===== config.mk =====
export PLATFORM = sky130hd
export DESIGN_NAME = qalu_mul
export DESIGN_NICKNAME = d
export VERILOG_FILES = /design/src/design/qalu_pkg.sv /design/src/design/qalu_mul.sv
export SDC_FILE = /design/constraint.sdc
export NUM_CORES = 2
export LEC_CHECK = 0
export BUFFER_PORTS_ARGS = -buffer_cell sky130_fd_sc_hd__buf_2
export CAP_MARGIN = 5
export CORE_MARGIN = 8
export CORE_UTILIZATION = 50
export CTS_BUF_LIST = sky130_fd_sc_hd__clkbuf_8
export CTS_CLUSTER_DIAMETER = 80
export CTS_CLUSTER_SIZE = 10
export DETAILED_ROUTE_END_ITERATION = 7
export GPL_TIMING_DRIVEN = 0
export PLACE_DENSITY = 0.67
export SETUP_SLACK_MARGIN = 0.3
export SYNTH_ARGS = -nofsm -noshare
export SYNTH_HDL_FRONTEND = slang
export SYNTH_SLANG_ARGS = --single-unit

===== constraint.sdc =====
create_clock -name clk -period 10.35 [get_ports clk]
set_input_delay 2.07 -clock clk [delete_from_list [all_inputs] [get_ports clk]]
set_output_delay 2.07 -clock clk [all_outputs]
set_load 0.1 [all_outputs]

===== src/design/qalu_pkg.sv =====
// Shared types and codes for the Q24.8 fixed-point ALU.
// No dependencies; imported by every module of the block.
package qalu_pkg;

  localparam int IO_BITS = 32;

  typedef enum logic [3:0] {
    OP_ADD, OP_SUB, OP_MUL, OP_DIV, OP_LT, OP_LE, OP_GT, OP_GE,
    OP_EQ, OP_NE, OP_MIN, OP_MAX, OP_INC, OP_DEC, OP_TOINT, OP_FROMINT
  } opcode_t;

  typedef enum logic [1:0] {
    ST_OK   = 2'd0,
    ST_SAT  = 2'd1,
    ST_DIV0 = 2'd2
  } status_t;

  typedef struct packed {
    opcode_t                    op;
    logic signed [IO_BITS-1:0]  operand_a;
    logic signed [IO_BITS-1:0]  operand_b;
  } in_item_t;

  typedef struct packed {
    logic signed [IO_BITS-1:0]  result_value;
    logic                       compare_true;
    status_t                    status;
  } out_item_t;

endpackage


===== src/design/qalu_mul.sv =====
// Pipelined magnitude multiplier with round-half-away and saturation.
// Uses qalu_pkg; the result is registered in each stage, then delayed by a register line sized from LAT.
module qalu_mul #(
  parameter int WORD_BITS = 32,
  parameter int FRAC_BITS = 8,
  parameter int LAT       = 40
) (
  input  logic                 clk,
  input  logic                 en,
  input  logic [WORD_BITS-1:0] x,
  input  logic [WORD_BITS-1:0] y,
  input  logic                 neg,
  output logic [WORD_BITS-1:0] res,
  output logic                 sat
);
  import qalu_pkg::*;

  localparam int W  = WORD_BITS;
  localparam int H  = (W + 1) / 2;
  localparam int L  = W - H;
  localparam int PW = 2 * W;
  localparam int DL = LAT - 3;

  // stage 1: partial products
  logic [2*H-1:0] p_ll;
  logic [H+L-1:0] p_lh;
  logic [H+L-1:0] p_hl;
  logic [2*L-1:0] p_hh;
  logic           neg1;

  always_ff @(posedge clk) begin
    if (en) begin
      p_ll <= (2*H)'(x[H-1:0]) * (2*H)'(y[H-1:0]);
      p_lh <= (H+L)'(x[H-1:0]) * (H+L)'(y[W-1:H]);
      p_hl <= (H+L)'(x[W-1:H]) * (H+L)'(y[H-1:0]);
      p_hh <= (2*L)'(x[W-1:H]) * (2*L)'(y[W-1:H]);
      neg1 <= neg;
    end
  end

  // stage 2: sum the partial products with the rounding half, drop fraction
  logic [PW-1:0] prod;
  logic [PW-1:0] shifted;
  logic          neg2;

  always_comb begin
    prod = (PW'(p_hh) << (2*H)) + (PW'(p_lh) << H) + (PW'(p_hl) << H) + PW'(p_ll)
         + (PW'(1) << (FRAC_BITS - 1));
  end

  always_ff @(posedge clk) begin
    if (en) begin
      shifted <= prod >> FRAC_BITS;
      neg2    <= neg1;
    end
  end

  // stage 3: saturate and apply the sign
  logic [PW-1:0] lim;
  logic [W-1:0]  mag;
  logic [W-1:0]  res3_next;
  logic          sat3_next;

  always_comb begin
    lim = (PW'(1) << (W - 1)) - PW'(!neg2);
    sat3_next = shifted > lim;
    mag = sat3_next ? lim[W-1:0] : shifted[W-1:0];
    res3_next = neg2 ? (W'(0) - mag) : mag;
  end

  logic [W-1:0] res_d [DL+1];
  logic         sat_d [DL+1];

  always_ff @(posedge clk) begin
    if (en) begin
      res_d[0] <= res3_next;
      sat_d[0] <= sat3_next;
      for (int i = 1; i <= DL; i++) begin
        res_d[i] <= res_d[i-1];
        sat_d[i] <= sat_d[i-1];
      end
    end
  end

  assign res = res_d[DL];
  assign sat = sat_d[DL];

endmodule


# After elaboration in Yosys (flattened, before gate mapping)
# Memory sizes are Yosys's and may differ from the RTL's.
# Cells that the tools add are included.
[totals]
regBits = 186
latch_bits = 0
ram_bits = 1254
mem_bits_ro = 0
in_bits = 67
output_inout_bits = 33
wordCells = 25
mem_count = 2
[memory_table]
columns = ["memory", "depth", "word_bits", "read_ports", "rd_ports_with_merged_regs", "wr", "line", "text"]
rows = [
  ["res_d", 38, 32, 38, 0, 38, "qalu_mul.sv:71", "logic [W-1:0] res_d [DL+1];"],
  ["sat_d", 38, 1, 38, 0, 38, "qalu_mul.sv:72", "logic sat_d [DL+1];"],
]
[classes]
add_sub_neg = 6
mul = 4
div = 0
order_cmp = 1
eq_ne = 0
n_shift = 0
mux = 4
bitwise_logic = 0
reduce_logical = 1
[op_table]
columns = ["cell", "n"]
rows = [
  ["$add 64x48->64", 2],
  ["$mul 16x16->32", 4],
  ["$add 64x32->64", 1],
  ["$add 64x8->64 const B", 1],
  ["$gt 56x64->1", 1],
  ["$mux 32", 2],
  ["$sub 32x1->33 const A", 1],
  ["$sub 1x32->32 const A", 1],
  ["$mux 1", 2],
  ["$logic_not 1->1", 1],
]

# Logic depth before layout (Yosys ltp)
[logic_depth]
depth_word = 6
mapped_depth = 25

# Least setup slack after synthesis
# OpenSTA, ideal clock, no wires.
[synth_timing]
kind = "in2reg"
start = "in x[23]"
end = "reg p_hl[30], data pin"
setup_ns = 0.258
arrival_ns = 7.753
slack_ns = 2.339
cell_stages = 24
n_path_buf = 1
path_cell_list = "clkbuf_1 > nand2_1 > fa_1 > inv_1 > fa_1 > inv_1 > fa_1 > inv_1 > fa_1 > fa_1 > inv_1 > fa_1 > inv_1 > ha_1 > a211oi_1 > o21bai_1 > a21oi_1 > o21ai_0 > a2111oi_0 > nor3_1 > o31ai_1 > o21bai_1 > a21oi_1 > xnor2_1"
[synth_between]
elab_chain_len = 1
[synth_rtl]
columns = ["element", "line", "text"]
rows = [
  ["from (decl)", "qalu_mul.sv:10", "input logic [WORD_BITS-1:0] x,"],
  ["$mul 16x16->32", "qalu_mul.sv:35", "p_hl <= (H+L)'(x[W-1:H]) * (H+L)'(y[H-1:0]);"],
  ["to (signal assigned)", "qalu_mul.sv:35", ""],
  ["to (decl)", "qalu_mul.sv:27", "logic [H+L-1:0] p_hl;"],
]
# Every way passes these cells.
# A chain may end at the register's enable or synchronous reset.

# Worst setup path after layout
[layout_timing]
start = "in x[26]"
end = "reg p_hl[30], data pin"
# The elaborated chain is that of the path after synthesis.

==> impl_results.md <==
- Simple-Gate Fraction of Synth Area: 0.0868
- CP arrival: slightly below 10 ns
- Iteration-0 DRC Markers: about 3400
- Hold Crit Class: flip-flop to flip-flop
- Relative slew slack: 0.123
- RSZ-0062 raised after global routing: false
- Slew Viols, Final: 0
- Commonest non-fill, non-tap cell in the layout: edfxtp_1
- DR vias/cell: between 5 and 6
- CTS root buffer: clkbuf_8
- CTS Buf Count: between 150 and 200
- Post-DRT Antenna Nets: 0
- Fmax: approximately 110 MHz
- Minimum clock period: approximately 9.3 ns
- Initial Utilization: 0.501
- Final Cycle Share: 0.899
- Hold Crit Depth: 0
- Routed WL per cell: 22.5 µm
- Area growth syn-to-layout: 7.44%
- Status: finished clean
- Layout net count: 7618
- Final setup fails: 0
- Num ports: 100
- Drc violations: 0
- Crit path launch type: input port
- H-tree lvl count: 4
- # clock sinks: between 1000 and 1500
- TritonCTS clock tree: done
- Post-cts hold buffer count: 0
- Die height: about 420 µm
- Register-to-Register Path Depth: 17
- Vias: ~45000
- Routability cong.: 0.941
- FP Rows: 148
- Cell area after synthesis: between 80000 and 90000 µm²
- CTS clock-pin slew for the worst setup and hold paths: about 0.070 ns
- Synthesized Nets: about 7300
- Largest net degree at the start of global routing: between 200 and 250
- Core area: 162000 µm²
- Setup Fix Bufs, Post-CTS: 0
- YS warnings: 0
- Initial antenna violation count: 30
- First-pass GRT wire length: 288000 µm
- Combinational family with the most area after synthesis: adder cells
- Reg area: roughly 43000 µm²
- Crit-path max FO: 10
- Post-synthesis xor/xnor area fraction: 0.0154
- Crit Path Category: input port to flip-flop
- GRT Total Usage: 0.219
- Grt ovf: 0
- Avg Inst Size Synth: between 10 and 15 µm²
- Chip width: 419 µm
- Setup Total Neg Slack: 0 ns
- Mux cell area share after synthesis: 0.000615
- Post-synth EDFFs: 1433
- Number of global-route vias before repair: between 40000 and 50000
- Cts repair resizes: 0
- Ys flop type: edfxtp_1
- Post-DP HPWL: about 140000 µm
- Final Skew: roughly 0.044 ns
- Max Cap Viol: 0
- Layout cells sized above 1: 0.0554
- Critical Path RT: around 11 ns
- Post-synth ARST share: 0
- Clk_lat worst skew: roughly 0.85 ns
- Netlist cell types: 76
- Adder-cell share of the synthesized area: 0.272
- # port buffers: between 90 and 100
- Post-synthesis compound-gate area fraction: 0.0389
- Multi-input gate area: between 30000 and 40000 µm²
- Worst-margin pin slew: between 1 and 1.5 ns
- Seq/Total Area, Yosys: 0.529
- Pre-Repair DR Iteration Count: 5
- Non-filler instance count after layout: around 8500
- Fillcell total: around 14000
- Syn Inst Count: 5991
- Final wirelength: 191000 µm
- Final hold violation count: 0
- Commonest cells after routing, fill and taps aside: edfxtp_1, inv_1, fa_1, nand2_1, ha_1
- # placed instances: 8273
- Yosys reg bits: roughly 1400
- Die Footprint: roughly 180000 µm²
- Max Root-Sink Buffers: 3
- Critical Path Sink Type: flip-flop
[kinds of logic (layout without fill, tap and decap cells)]
logic type      after synthesis  count (layout)
compound gates              482             482
xor+xnor                    143             143
fa+ha+maj                  1287            1287
buf+inv                    1195            1489
flops                      1433            1433
mux                           5               5
other cells                   0              13
simple gates               1446            1446
[Yosys cell counts (all sizes together) (34+ instances only)]
| cell type | count | share of area |
|---|---|---|
| inv | 946 | 0.044 |
| ha | 480 | 0.074 |
| nand2 | 637 | 0.029 |
| xor2 | 38 | 0.0041 |
| clkbuf | 213 | 0.0098 |
| nor3 | 58 | 0.0036 |
| a21oi | 136 | 0.0086 |
| a21o | 73 | 0.0067 |
| nor2 | 137 | 0.0063 |
| buf | 34 | 0.0031 |
| edfxtp | 1433 | 0.53 |
| and2 | 472 | 0.036 |
| fa | 807 | 0.20 |
| xnor2 | 105 | 0.011 |
| o21ai | 96 | 0.0060 |
[path summary, 6_finish.rpt]
| path | slack, ns | startpoint | to |
|---|---|---|---|
| worst max-delay path | 1.04 | x[26] | p_hl[30] |
| worst min-delay path | 0.39 | res_d[1][199] | res_d[1][231] |
| worst max register to register | 3.68 | neg2 | res_d[0][8] |
| worst min register to register | 0.39 | res_d[1][199] | res_d[1][231] |
[state kept, by name, indices dropped and copies added, names as in the netlist]
signal   cells
res_d     1216
shifted     56
neg2         1
sat_d       38
p_hl        32
neg1         1
p_lh        32
p_hh        32
p_ll        25
[critical path, cell delays in order]
cell and delay (ns):
buf_2 0.24, clkbuf_1 0.79, nand2_1 0.19, fa_1 0.55, fa_1 0.59, fa_1 0.45, fa_1 0.57, inv_1 0.05
fa_1 0.49, inv_1 0.05, fa_1 0.49, inv_1 0.05, ha_1 0.32, a21oi_1 0.27, nand2_1 0.14, o22ai_1 0.47
nor3_1 0.17, a2111oi_0 0.80, nor3_1 0.17, o31ai_1 0.51, o21bai_1 0.11, a21oi_1 0.19, xnor2_1 0.13
[layout make-up]
class | instances | area share
Tap cell | 2175 | 0.0311
Antenna cell | 13 | 0.000372
Multi-Input combinational cell | 3363 | 0.386
Clock inverter | 22 | 0.00339
Inverter | 948 | 0.0407
Timing Repair Buffer | 108 | 0.00853
Clock buffer | 164 | 0.0258
Buffer | 247 | 0.0121
Sequential cell | 1433 | 0.492
[through the flow]
| stage | area, µm² | utilization | hold slack (ns) | setup WS, ns |
|---|---|---|---|---|
| after detailed placement | 84800 | 0.523 | 0.405 | 0.289 |
| final | 87400 | 0.539 | 0.390 | 1.04 |
| after global placement | 84600 | 0.521 | 0.400 | -14.53 |
| after global routing | 87400 | 0.539 | 0.369 | 0.822 |
| after CTS | 87300 | 0.538 | 0.370 | 1.21 |
| after floorplan | 81300 | - | 0.400 | 2.34 |
[routing by layer]
metal  up-vias  GRT usage  routed length, µm  share of wire
met3       314     0.0406              12300          0.065
met5         -          0                  5       0.000026
met1     22900      0.310              85000           0.45
met2      1350      0.347              86900           0.46
met4         2     0.0716               6380          0.033
li1      20300          -                  -              -
Power is not shown: default switching activity piles up to over one toggle a cycle in this logic, so the estimate is an artifact.
